$ cat config.mk
export PLATFORM = sky130hd
export DESIGN_NAME = serial_command_frame_parser
export DESIGN_NICKNAME = d
export VERILOG_FILES = /design/src/hw/rtl/scfp_pkg.sv /design/src/hw/rtl/serial_command_frame_parser.sv /design/src/hw/rtl/scfp_ram.sv /design/src/hw/rtl/scfp_emitter.sv
export SDC_FILE = /design/constraint.sdc
export NUM_CORES = 1
export LEC_CHECK = 0
export ABC_AREA = 1
export BUFFER_PORTS_ARGS = -buffer_cell sky130_fd_sc_hd__buf_2
export CAP_MARGIN = 20
export CORE_AREA = 3 3 291 293
export CTS_CLUSTER_DIAMETER = 50
export DETAILED_ROUTE_END_ITERATION = 12
export DIE_AREA = 0 0 294 296
export MAX_ROUTING_LAYER = met4
export PLACE_DENSITY = 0.56
export SLEW_MARGIN = 20
export SYNTH_ARGS = -nofsm -noshare
export SYNTH_HDL_FRONTEND = slang
export SYNTH_SLANG_ARGS = --single-unit
export TNS_END_PERCENT = 30
$ cat constraint.sdc
create_clock -name clk -period 5.5 [get_ports clk]
set_input_delay 0 -clock clk [delete_from_list [all_inputs] [get_ports clk]]
set_output_delay 0 -clock clk [all_outputs]
set_load 0.02 [all_outputs]
$ cat src/hw/rtl/scfp_pkg.sv
// ----------------------------------------------------------------------------
// scfp_pkg
// Shared types and constants of the serial command frame parser.
// ----------------------------------------------------------------------------
`default_nettype none

package scfp_pkg;

  // Field widths.
  localparam int BYTE_W   = 8;
  localparam int ADDR_W   = 15;
  localparam int PLEN_W   = 6;
  localparam int CFG_IDX_W = 2;

  // Frame layout.
  localparam int HEADER_BYTES     = 3;
  localparam int MAX_RESULTS      = 61;
  localparam int DEF_BUFFER_DEPTH = 64;

  // Configuration register indexes and reset values.
  localparam logic [CFG_IDX_W-1:0] REG_START_BYTE = 2'd0;
  localparam logic [CFG_IDX_W-1:0] REG_STOP_BYTE  = 2'd1;
  localparam logic [BYTE_W-1:0]    START_RESET    = 8'd2;
  localparam logic [BYTE_W-1:0]    STOP_RESET     = 8'd3;

  // Request from the frame control to the emitter.
  typedef struct packed {
    logic              start;
    logic [PLEN_W-1:0] plen;
  } emit_req_t;

endpackage

`default_nettype wire

$ cat src/hw/rtl/serial_command_frame_parser.sv
// ----------------------------------------------------------------------------
// serial_command_frame_parser
// Start/length/stop byte framing with address decode and payload readout.
// ----------------------------------------------------------------------------
// Each received byte is taken while no frame is being read out.
// When a stop byte completes a valid frame, input is held off while the
// emitter reads the frame back through the single read port of the frame
// store: the three header bytes for the address build first, then one result
// item per cycle (less when the output stalls), with the final item marked
// last. An empty payload gives one item without a byte. The store needs no
// clearing pass after reset; entries are only read after they were written,
// and reads and writes never share a cycle.
`default_nettype none

module serial_command_frame_parser #(
  parameter int BUFFER_DEPTH = scfp_pkg::DEF_BUFFER_DEPTH
) (
  input  wire logic                              clk,
  input  wire logic                              rst,
  // Configuration writes.
  input  wire logic                              cfg_valid,
  output logic                                   cfg_ready,
  input  wire logic [scfp_pkg::CFG_IDX_W-1:0]    cfg_index,
  input  wire logic [scfp_pkg::BYTE_W-1:0]       cfg_data,
  // Received bytes.
  input  wire logic                              in_valid,
  output logic                                   in_ready,
  input  wire logic [scfp_pkg::BYTE_W-1:0]       rx_byte,
  // Result items.
  output logic                                   out_valid,
  input  wire logic                              out_ready,
  output logic [scfp_pkg::ADDR_W-1:0]            command_address,
  output logic [scfp_pkg::BYTE_W-1:0]            payload_byte,
  output logic [scfp_pkg::PLEN_W-1:0]            payload_length,
  output logic                                   has_byte,
  output logic                                   last
);

  localparam int AW = $clog2(BUFFER_DEPTH);
  localparam int FW = $clog2(BUFFER_DEPTH + 1);
  localparam int MaxLen =
    (scfp_pkg::HEADER_BYTES + scfp_pkg::MAX_RESULTS < BUFFER_DEPTH) ?
    (scfp_pkg::HEADER_BYTES + scfp_pkg::MAX_RESULTS) : BUFFER_DEPTH;

  logic [scfp_pkg::BYTE_W-1:0] start_byte;
  logic [scfp_pkg::BYTE_W-1:0] stop_byte;
  logic [scfp_pkg::BYTE_W-1:0] expected_length;
  logic [FW-1:0]               fill_count;
  logic                        overflow_flag;

  logic                        in_fire;
  logic                        is_start;
  logic                        is_stop;
  logic                        frame_ok;
  logic                        store_full;
  logic                        store_we;
  logic                        emit_busy;
  scfp_pkg::emit_req_t         req;
  logic                        rd_en;
  logic [AW-1:0]               rd_addr;
  logic [scfp_pkg::BYTE_W-1:0] rd_data;

  assign cfg_ready = 1'b1;
  assign in_ready  = !emit_busy;
  assign in_fire   = in_valid && in_ready;

  // Byte classification; the start meaning wins over the stop meaning.
  assign is_start   = (rx_byte == start_byte);
  assign is_stop    = (rx_byte == stop_byte);
  assign store_full = (fill_count >= FW'(BUFFER_DEPTH));
  assign frame_ok   = (9'(fill_count) == {1'b0, expected_length})
                   && (expected_length >= 8'(scfp_pkg::HEADER_BYTES))
                   && ({1'b0, expected_length} <= 9'(MaxLen));

  assign store_we = in_fire && !is_start && !overflow_flag && !is_stop
                 && (expected_length != '0) && !store_full;

  assign req.start = in_fire && !is_start && !overflow_flag && is_stop && frame_ok;
  assign req.plen  = scfp_pkg::PLEN_W'(expected_length - 8'(scfp_pkg::HEADER_BYTES));

  // Configuration registers and frame state.
  always_ff @(posedge clk) begin
    if (rst) begin
      start_byte      <= scfp_pkg::START_RESET;
      stop_byte       <= scfp_pkg::STOP_RESET;
      expected_length <= '0;
      fill_count      <= '0;
      overflow_flag   <= 1'b0;
    end else begin
      if (cfg_valid && cfg_ready) begin
        if (cfg_index == scfp_pkg::REG_START_BYTE) begin
          start_byte <= cfg_data;
        end else if (cfg_index == scfp_pkg::REG_STOP_BYTE) begin
          stop_byte <= cfg_data;
        end
      end
      if (in_fire) begin
        priority if (is_start) begin
          expected_length <= '0;
          fill_count      <= '0;
          overflow_flag   <= 1'b0;
        end else if (overflow_flag) begin
          // Frame dropped until the next start byte.
        end else if (is_stop) begin
          if (frame_ok) begin
            expected_length <= '0;
            fill_count      <= '0;
          end
        end else if (expected_length == '0) begin
          expected_length <= rx_byte;
        end else if (store_full) begin
          overflow_flag <= 1'b1;
        end else begin
          fill_count <= fill_count + FW'(1);
        end
      end
    end
  end

  // Frame store.
  scfp_ram #(
    .WIDTH (scfp_pkg::BYTE_W),
    .DEPTH (BUFFER_DEPTH)
  ) u_store (
    .clk   (clk),
    .we    (store_we),
    .waddr (fill_count[AW-1:0]),
    .wdata (rx_byte),
    .re    (rd_en),
    .raddr (rd_addr),
    .rdata (rd_data)
  );

  // Frame readout.
  scfp_emitter #(
    .BUFFER_DEPTH (BUFFER_DEPTH)
  ) u_emitter (
    .clk             (clk),
    .rst             (rst),
    .req             (req),
    .busy            (emit_busy),
    .rd_en           (rd_en),
    .rd_addr         (rd_addr),
    .rd_data         (rd_data),
    .out_valid       (out_valid),
    .out_ready       (out_ready),
    .command_address (command_address),
    .payload_byte    (payload_byte),
    .payload_length  (payload_length),
    .has_byte        (has_byte),
    .last            (last)
  );

  // An item without a byte only ever closes an empty frame.
  a_empty_item: assert property (@(posedge clk) disable iff (rst)
    out_valid && !has_byte |-> last && (payload_length == '0))
    else $error("item without byte is not an empty-frame item");

  // Overflow is only raised with the store full, and the count holds there.
  a_overflow_full: assert property (@(posedge clk) disable iff (rst)
    overflow_flag |-> (fill_count == FW'(BUFFER_DEPTH)))
    else $error("overflow flag set with store not full");

  // An accepted frame always starts the readout.
  a_emit_taken: assert property (@(posedge clk) disable iff (rst)
    req.start |=> emit_busy)
    else $error("frame accepted but readout did not start");

  // No write to the store while a frame is read out.
  a_no_write_in_readout: assert property (@(posedge clk) disable iff (rst)
    rd_en |-> !store_we)
    else $error("store write overlaps readout");

endmodule

`default_nettype wire

$ cat src/hw/rtl/scfp_ram.sv
// ----------------------------------------------------------------------------
// scfp_ram
// Generic single-write, single-read RAM with a registered read port.
// ----------------------------------------------------------------------------
`default_nettype none

module scfp_ram #(
  parameter int WIDTH = 8,
  parameter int DEPTH = 64
) (
  input  wire logic                     clk,
  input  wire logic                     we,
  input  wire logic [$clog2(DEPTH)-1:0] waddr,
  input  wire logic [WIDTH-1:0]         wdata,
  input  wire logic                     re,
  input  wire logic [$clog2(DEPTH)-1:0] raddr,
  output logic      [WIDTH-1:0]         rdata
);

  logic [WIDTH-1:0] mem [DEPTH];

  // Write port.
  always_ff @(posedge clk) begin
    if (we) begin
      mem[waddr] <= wdata;
    end
  end

  // Read data holds when no read is issued.
  always_ff @(posedge clk) begin
    if (re) begin
      rdata <= mem[raddr];
    end
  end

endmodule

`default_nettype wire

$ cat src/hw/rtl/scfp_emitter.sv
// ----------------------------------------------------------------------------
// scfp_emitter
// Reads an accepted frame back from the store, builds the address and sends
// through an output register one item per payload byte, or one without a byte.
// ----------------------------------------------------------------------------
`default_nettype none

module scfp_emitter #(
  parameter int BUFFER_DEPTH = scfp_pkg::DEF_BUFFER_DEPTH
) (
  input  wire logic                              clk,
  input  wire logic                              rst,
  input  wire scfp_pkg::emit_req_t               req,
  output logic                                   busy,
  output logic                                   rd_en,
  output logic [$clog2(BUFFER_DEPTH)-1:0]        rd_addr,
  input  wire logic [scfp_pkg::BYTE_W-1:0]       rd_data,
  output logic                                   out_valid,
  input  wire logic                              out_ready,
  output logic [scfp_pkg::ADDR_W-1:0]            command_address,
  output logic [scfp_pkg::BYTE_W-1:0]            payload_byte,
  output logic [scfp_pkg::PLEN_W-1:0]            payload_length,
  output logic                                   has_byte,
  output logic                                   last
);

  localparam int AW = $clog2(BUFFER_DEPTH);

  localparam logic [1:0] S_IDLE  = 2'd0;
  localparam logic [1:0] S_HDR   = 2'd1;
  localparam logic [1:0] S_PAY   = 2'd2;
  localparam logic [1:0] S_EMPTY = 2'd3;

  logic [1:0]                    state;
  logic [1:0]                    hidx;
  logic [scfp_pkg::ADDR_W-1:0]   acc;
  logic [scfp_pkg::ADDR_W-1:0]   acc_next;
  logic [AW-1:0]                 pos;
  logic [scfp_pkg::PLEN_W-1:0]   rem;
  logic [scfp_pkg::PLEN_W-1:0]   plen_r;
  logic                          out_free;
  logic                          hdr_done;

  assign busy     = (state != S_IDLE);
  assign out_free = !out_valid || out_ready;
  assign hdr_done = (hidx == 2'(scfp_pkg::HEADER_BYTES));

  // Address accumulates as acc*10 + byte over the three header bytes.
  always_comb begin
    if (hidx == 2'd1) begin
      acc_next = {{(scfp_pkg::ADDR_W-scfp_pkg::BYTE_W){1'b0}}, rd_data};
    end else begin
      acc_next = (acc << 3) + (acc << 1)
               + {{(scfp_pkg::ADDR_W-scfp_pkg::BYTE_W){1'b0}}, rd_data};
    end
  end

  // Store read requests.
  always_comb begin
    rd_en   = 1'b0;
    rd_addr = pos;
    unique case (state)
      S_IDLE: begin
        rd_en   = req.start;
        rd_addr = '0;
      end
      S_HDR: begin
        if (hdr_done) begin
          rd_en   = (plen_r != '0);
          rd_addr = AW'(scfp_pkg::HEADER_BYTES);
        end else begin
          rd_en   = 1'b1;
          rd_addr = AW'(hidx);
        end
      end
      S_PAY: begin
        rd_en   = out_free && (rem != 6'd1);
        rd_addr = pos + AW'(1);
      end
      default: begin
        rd_en   = 1'b0;
        rd_addr = pos;
      end
    endcase
  end

  // Sequencer and output register.
  always_ff @(posedge clk) begin
    if (rst) begin
      state     <= S_IDLE;
      out_valid <= 1'b0;
    end else begin
      if (out_valid && out_ready) begin
        out_valid <= 1'b0;
      end
      unique case (state)
        S_IDLE: begin
          if (req.start) begin
            plen_r <= req.plen;
            rem    <= req.plen;
            hidx   <= 2'd1;
            state  <= S_HDR;
          end
        end
        S_HDR: begin
          acc <= acc_next;
          if (hdr_done) begin
            pos   <= AW'(scfp_pkg::HEADER_BYTES);
            state <= (plen_r == '0) ? S_EMPTY : S_PAY;
          end else begin
            hidx <= hidx + 2'd1;
          end
        end
        S_PAY: begin
          if (out_free) begin
            out_valid       <= 1'b1;
            command_address <= acc;
            payload_byte    <= rd_data;
            payload_length  <= plen_r;
            has_byte        <= 1'b1;
            last            <= (rem == 6'd1);
            if (rem == 6'd1) begin
              state <= S_IDLE;
            end else begin
              pos <= pos + AW'(1);
              rem <= rem - 6'd1;
            end
          end
        end
        default: begin
          // Empty payload: a single item without a byte.
          if (out_free) begin
            out_valid       <= 1'b1;
            command_address <= acc;
            payload_byte    <= '0;
            payload_length  <= '0;
            has_byte        <= 1'b0;
            last            <= 1'b1;
            state           <= S_IDLE;
          end
        end
      endcase
    end
  end

endmodule

`default_nettype wire

Word-level counts from Yosys, hierarchy flattened
Memory sizes are Yosys's and may differ from the RTL's. A register that Yosys moved wholly into a read port is not among the register bits.
Cells that the tools add are included.
Word-level totals
  bits in registers: 101
  bits in latches: 0
  bits in writable memories: 512
  bits in read-only memories: 0
  input port bits: 23
  output and inout port bits: 34
  word-level logic and storage cells: 149
  memories: 1
Memories
  u_store.mem: words 64, bits a word 8, rd ports 1, clocked after memory_dff 1, wr ports 1, line scfp_ram.sv:20  | logic [WIDTH-1:0] mem [DEPTH];
Cells by class
  add/subtract/negate cells: 7
  $mul: 0
  div/mod/pow operators: 0
  $lt $le $gt $ge: 3
  equality and inequality tests: 20
  shift-type cells: 0
  mux-type cells: 54
  bitwise logic cells: 3
  reduce and logical (&&, ||, !) cells: 43
Operators with widths (count)
  two-way mux 8 bit: 8
  two-way mux 6 bit: 8
  two-way mux 7 bit: 6
  one-hot mux 6 bit (2 select lines): 3
  AND reduction 5 bit: 4
  one-hot mux 6 bit (3 select lines): 1
  equality test 8 bit: 2
  one-hot mux 8 bit (2 select lines): 1
  adder 15 bit: 1
  adder 15 x 8 -> 15 bit: 1
  two-way mux 1 bit: 15
  two-way mux 2 bit: 7
  logical AND 1 bit: 12
  inequality test 2 x 1 -> 1 bit, second input constant: 5
  AND reduction 3 bit: 3
  equality test 7 x 8 -> 1 bit: 1
  greater-or-equal comparator 8 x 2 -> 1 bit, second input constant: 1
  less-or-equal comparator 8 x 7 -> 1 bit, second input constant: 1
  zero test 8 bit: 1
  AND reduction 4 bit: 2
  nonzero test 2 bit: 4
  nonzero test 8 bit: 1
  adder 7 x 1 -> 7 bit, second input constant: 1
  greater-or-equal comparator 7 bit, second input constant: 1
  other kinds (24): 40

Logic depth before layout (Yosys ltp)
  word-level depth: 10
  depth in mapped cells: 15
  depth with buffers taken out: 13

Hierarchy
From an unflattened synthesis, not the netlist that was laid out.
Unflattened totals
  cell total of the unflattened synthesis: 2555
  area total of the unflattened synthesis: 27271.2 sq um
By module, submodules not included
  scfp_ram: instances 1, cells each 1819, area an instance 21384.3 sq um, seq. area each 15615.0 sq um
  scfp_emitter: instances 1, cells each 405, area an instance 3819.9 sq um, seq. area each 2042.0 sq um
  serial_command_frame_parser: instances 1, cells each 331, area an instance 2067.0 sq um, seq. area each 640.6 sq um

Worst setup path before layout
Ideal clock, no wire load.
  path type: reg2reg
  from: register u_emitter.state[1]
  to: register u_emitter.command_address[0] (netlist bit) (enable)
  library setup time: 0.458 ns
  arrival: 2.680 ns
  data required time: 5.042 ns
  path slack: 2.363 ns
  stages on the path, launching flop included: 3
  buffers on the path: 0
  period minus slack after synthesis: 3.137 ns
  path through: dfxtp_1 inv_2 nor3_1
Between the ends
  word-level cells in the longest chain between the ends: 4
  elaborated cells between the ends (all ways): 5
  classes of those cells: eq/ne: 1; bitwise: 1; reduce/logical: 3
Ends and longest elaborated chain
  start: declaration: line scfp_emitter.sv:34  | logic [1:0] state;
  start signal: assignment: line scfp_emitter.sv:109  | state <= (plen_r == '0) ? S_EMPTY : S_PAY;
  equality test 2 x 1 -> 1 bit / zero test 2 bit (equally long branches): line scfp_emitter.sv:96  | unique case (state)
  OR reduction 2 bit (no line) *
  NOT 1 bit (no line) *
  AND reduction 3 bit (no line) *
  end signal: assignment: line scfp_emitter.sv:117  | command_address <= acc;
  end signal: assignment: line scfp_emitter.sv:134  | command_address <= acc;
  end: declaration: line scfp_emitter.sv:20  | output logic [scfp_pkg::ADDR_W-1:0] command_address,
Every way passes the cells marked *; elsewhere a longest branch is shown, timed or not.
A chain may end at the register's enable or synchronous reset.

Worst setup path after layout
  from: register u_emitter.state[0]
  to: register u_store.rdata[3], read port of u_store.mem, data pin
Between the ends
  word-level cells in the longest chain between the ends: 8
  elaborated cells between the ends (all ways): 12
  classes of those cells: eq/ne: 2; mux: 2; reduce/logical: 8
Ends and longest elaborated chain
  nonzero test 2 bit: line scfp_emitter.sv:44  | assign busy = (state != S_IDLE);
  zero test 1 bit: line serial_command_frame_parser.sv:64  | assign in_ready = !emit_busy;
  logical AND 1 bit: line serial_command_frame_parser.sv:65  | assign in_fire = in_valid && in_ready;
  logical AND 1 bit (4 in series): line serial_command_frame_parser.sv:78  | assign req.start = in_fire && !is_start && !overflow_flag && is_stop && frame_ok;
  one-hot mux 1 bit (3 select lines): line scfp_emitter.sv:62  | unique case (state)
  end: declaration: line scfp_ram.sv:17  | output logic [WIDTH-1:0] rdata
Several ways; a longest one is shown, not always the timed one.

==> results.yml <==
pwr:
  total_leakage_power_nw: 12.69
  power_density_nw_per_um2: 483.5
  irDropWorstVdd_mv: 0.3986
  power_total_mw: 15.71
route:
  drt_iter0_markers: 1677
  firstDrtPassIters: 5
  drt-total-wl_mm: 74.95
  drc: 0
  number_of_antenna_violating_nets_in_the_routed_design: 0
  routedWlPerCell_um: 19.31
  vias_per_cell: 5.058
  routed-via-count: 19630
grt:
  grt.total_usage_pct: 17.63
  number_of_global_route_vias_before_repair: 19220
  grt_first_pass_wirelength_mm: 114.9
  grt_max_degree: 178
  antenna_found_initial: 0
  globalRouteOverflowTotal: 0
min_path:
  min-delay-path-class: "in2reg"
placement:
  port_buffers: 55
  sum_of_net_half_perimeters_after_detailed_placement_mm: 44.64
  place_congestion: 0.8426
  dpl-instance-area_um2: 29780
sta:
  worstMarginPinSlew_ps: 1053
  slew_headroom_pct: 29.53
  period_minus_slack_ps: 3371
  fmax_ghz: 0.2966
  timing.setup.tns_ps: 0
  grt_setup_unrepaired: "false"
  timing.final.setup_violations: 0
  timing.final.max_slew_violations: 0
  clock_tree_skew_after_final_layout_ps: 22.23
  min_period_over_period_pct: 61.30
  hold_viol: 0
synth:
  synth.top_cell.area_share_pct: 61.18
  synth_commonest_cells: "sky130_fd_sc_hd__edfxtp_1, sky130_fd_sc_hd__nand3_1, sky130_fd_sc_hd__nand2_1, sky130_fd_sc_hd__inv_1, sky130_fd_sc_hd__nand3b_1"
  postSynthAreaPerCell_um2: 10.58
  async_flop_share_pct: 0
  seq_area_frac_synth_pct: 63.62
  ys_dominant_reg_cell: "sky130_fd_sc_hd__edfxtp_1"
  yosys_register_bits: 621
  synthTopCellsByArea: "sky130_fd_sc_hd__edfxtp_1, sky130_fd_sc_hd__nand3_1, sky130_fd_sc_hd__nand2_1"
  yosys_warnings: 0
  synth.cell_area_um2: 28760
  netlist.top_cell.by_area: "sky130_fd_sc_hd__edfxtp_1"
  synth_edf_count: 586
  yosysMostFrequentCell: "sky130_fd_sc_hd__edfxtp_1"
  synth_nets: 2776
  synth.lib_cells_used.distinct: 44
  netlist_instances: 2718
critical_path:
  timing.critical_path.required_ps: 5860
  crit_arrival_ps: 3730
  critPathKind: "reg2reg"
  setup.worst_path.start_class: "flip-flop"
  crit_fanout: 101
  worst_setup_path_end_kind: "flip-flop"
clock_tree:
  htree_depth: 3
  max-clock-path-buffers: 3
  clock-root-buffer: "sky130_fd_sc_hd__clkbuf_16"
  cts_sinks: 621
  path_clk_slew_ps: 60
  post-cts-setup-buffer-count: 0
  tritoncts_clock_tree: "built"
  insertion_delay_to_the_later_sink_of_the_worst_skew_pair_ps: 610
  number_of_buffers_created_by_cts: 72
die:
  floorplan.die.height_um: 296
  core-area_um2: 82110
  row_count: 105
  pin_count: 57
  die-area_um2: 87020
  die_x_um: 294
  initial_utilization_pct: 35.03
cells_and_area:
  drive_gt1_share_pct: 7.972
  area_growth_pct: 12.98
  stdcell_area_um2: 32490
  layout.nets: 2809
  postLayoutCoreUtil_pct: 39.57
run_status:
  status: "finished clean"
run:
  drv_cap: 0
-- layout by cell type, fill, tap and decap left out, types with 6 or more instances in the layout --
cell                            netlist  layout
sky130_fd_sc_hd__nor2_1             157     157
sky130_fd_sc_hd__fa_1                 6       6
sky130_fd_sc_hd__xor2_1              19      19
sky130_fd_sc_hd__nand4_1              6       6
sky130_fd_sc_hd__inv_1              379     379
sky130_fd_sc_hd__clkinvlp_4           0       7
sky130_fd_sc_hd__buf_12               0       7
sky130_fd_sc_hd__clkinv_1             2      15
sky130_fd_sc_hd__clkbuf_16            0      75
sky130_fd_sc_hd__a21oi_1             45      45
sky130_fd_sc_hd__dfxtp_1             35      35
sky130_fd_sc_hd__buf_4               19      22
sky130_fd_sc_hd__buf_2               74      55
sky130_fd_sc_hd__clkbuf_1            24       6
sky130_fd_sc_hd__bufinv_16            0       9
sky130_fd_sc_hd__inv_6                0       7
sky130_fd_sc_hd__ha_1                29      29
sky130_fd_sc_hd__clkinv_2             0      10
sky130_fd_sc_hd__nand3_1            579     579
sky130_fd_sc_hd__nor3_1              15      14
sky130_fd_sc_hd__nand3b_1           187     187
sky130_fd_sc_hd__nand2_1            422     422
sky130_fd_sc_hd__dlygate4sd3_1        0      26
sky130_fd_sc_hd__o21ai_0             55      54
sky130_fd_sc_hd__edfxtp_1           586     586
-- worst max-delay path: stages (launching register included) --
cell	delay [ps]
sky130_fd_sc_hd__dfxtp_1	540
sky130_fd_sc_hd__nand2_1	270
sky130_fd_sc_hd__inv_2	200
sky130_fd_sc_hd__nand2_8	260
sky130_fd_sc_hd__nand2_8	630
sky130_fd_sc_hd__buf_12	330
sky130_fd_sc_hd__nand2_1	90
sky130_fd_sc_hd__nand3_1	70
sky130_fd_sc_hd__nand3_1	90
sky130_fd_sc_hd__nand3_1	190
sky130_fd_sc_hd__nand3_1	150
sky130_fd_sc_hd__nand3_1	200
sky130_fd_sc_hd__nand2_1	70
-- registers in the layout, summed over array words and instances (netlist names), 2 cells and up --
register	cells
u_store.mem	512
u_emitter.acc	15
u_emitter.command_address	15
expected_length	8
start_byte	8
stop_byte	8
u_emitter.payload_byte	8
u_store.rdata	8
fill_count	7
u_emitter.payload_length	6
u_emitter.plen_r	6
u_emitter.pos	6
u_emitter.rem	6
u_emitter.hidx	2
u_emitter.state	2
-- stage by stage --
step,hold WS (ps),setup WS (ps),std cells
3_5_place_dp,249.9,2121,3721
6_report,87.62,2129,3881
5_1_grt,93.80,1883,3880
2_1_floorplan,79.31,2363,2718
3_3_place_gp,243.0,2077,3721
4_1_cts,71.19,2118,3880
-- where the power goes --
group | switching [mW] | leakage [nW] | internal, mW
registers | 0.184 | 5.56 | 5.51
logic | 3.55 | 5.94 | 1.56
clock network | 1.96 | 1.19 | 2.95
total | 5.69 | 12.7 | 10.0
-- final cells by class --
class / instances / area, um^2
diodes: 1 / 2.502
clock buffers: 82 / 1913
clock inverters: 51 / 539.3
fillers: 7848 / 49620
inverters: 386 / 1451
multi-input cells: 1560 / 8112
flip-flops and latches: 621 / 18300
well taps: 1070 / 1339
repair buffers: 110 / 840.8
-- what timing repair did --
| item | in CTS | in global routing |
|---|---|---|
| endpoints found under the hold margin | 41 | 0 |
| resized for setup | 0 | 0 |
| hold buffers | 26 | 0 |
-- worst paths after layout --
path / startpoint / end / slack [ps] / cells after the start
setup / recovery: u_emitter.state[0] / u_store.rdata[3] / 2130 / 12
hold reg to reg: u_emitter.acc[14] / u_emitter.command_address[14] / 420 / 0
hold / removal: rx_byte[4] / u_store.mem[18][4] / 90 / 1
setup reg to reg: u_emitter.state[0] / u_store.rdata[3] / 2130 / 12
-- cell families after synthesis --
family / Yosys count / synth area share, %
AO/OA/AOI/OAI: 117 / 2.180
flip-flops: 621 / 63.62
other: 1 / 0.01304
buffers and inverters: 537 / 8.387
XOR/XNOR: 22 / 0.6700
adder cells (fa/ha/maj): 35 / 1.679
AND/OR/NAND/NOR: 1385 / 23.45
-- per-layer routing --
metal	vias to the layer above	part of all wire (%)	GRT usage, %
met5	-	0	-
met4	0	3.0	6.560
met3	132	5.1	2.441
met2	583	48	28.19
met1	9579	44	22.98
li1	9336	-	-
No activity file was read; power rests on OpenSTA's default activity.
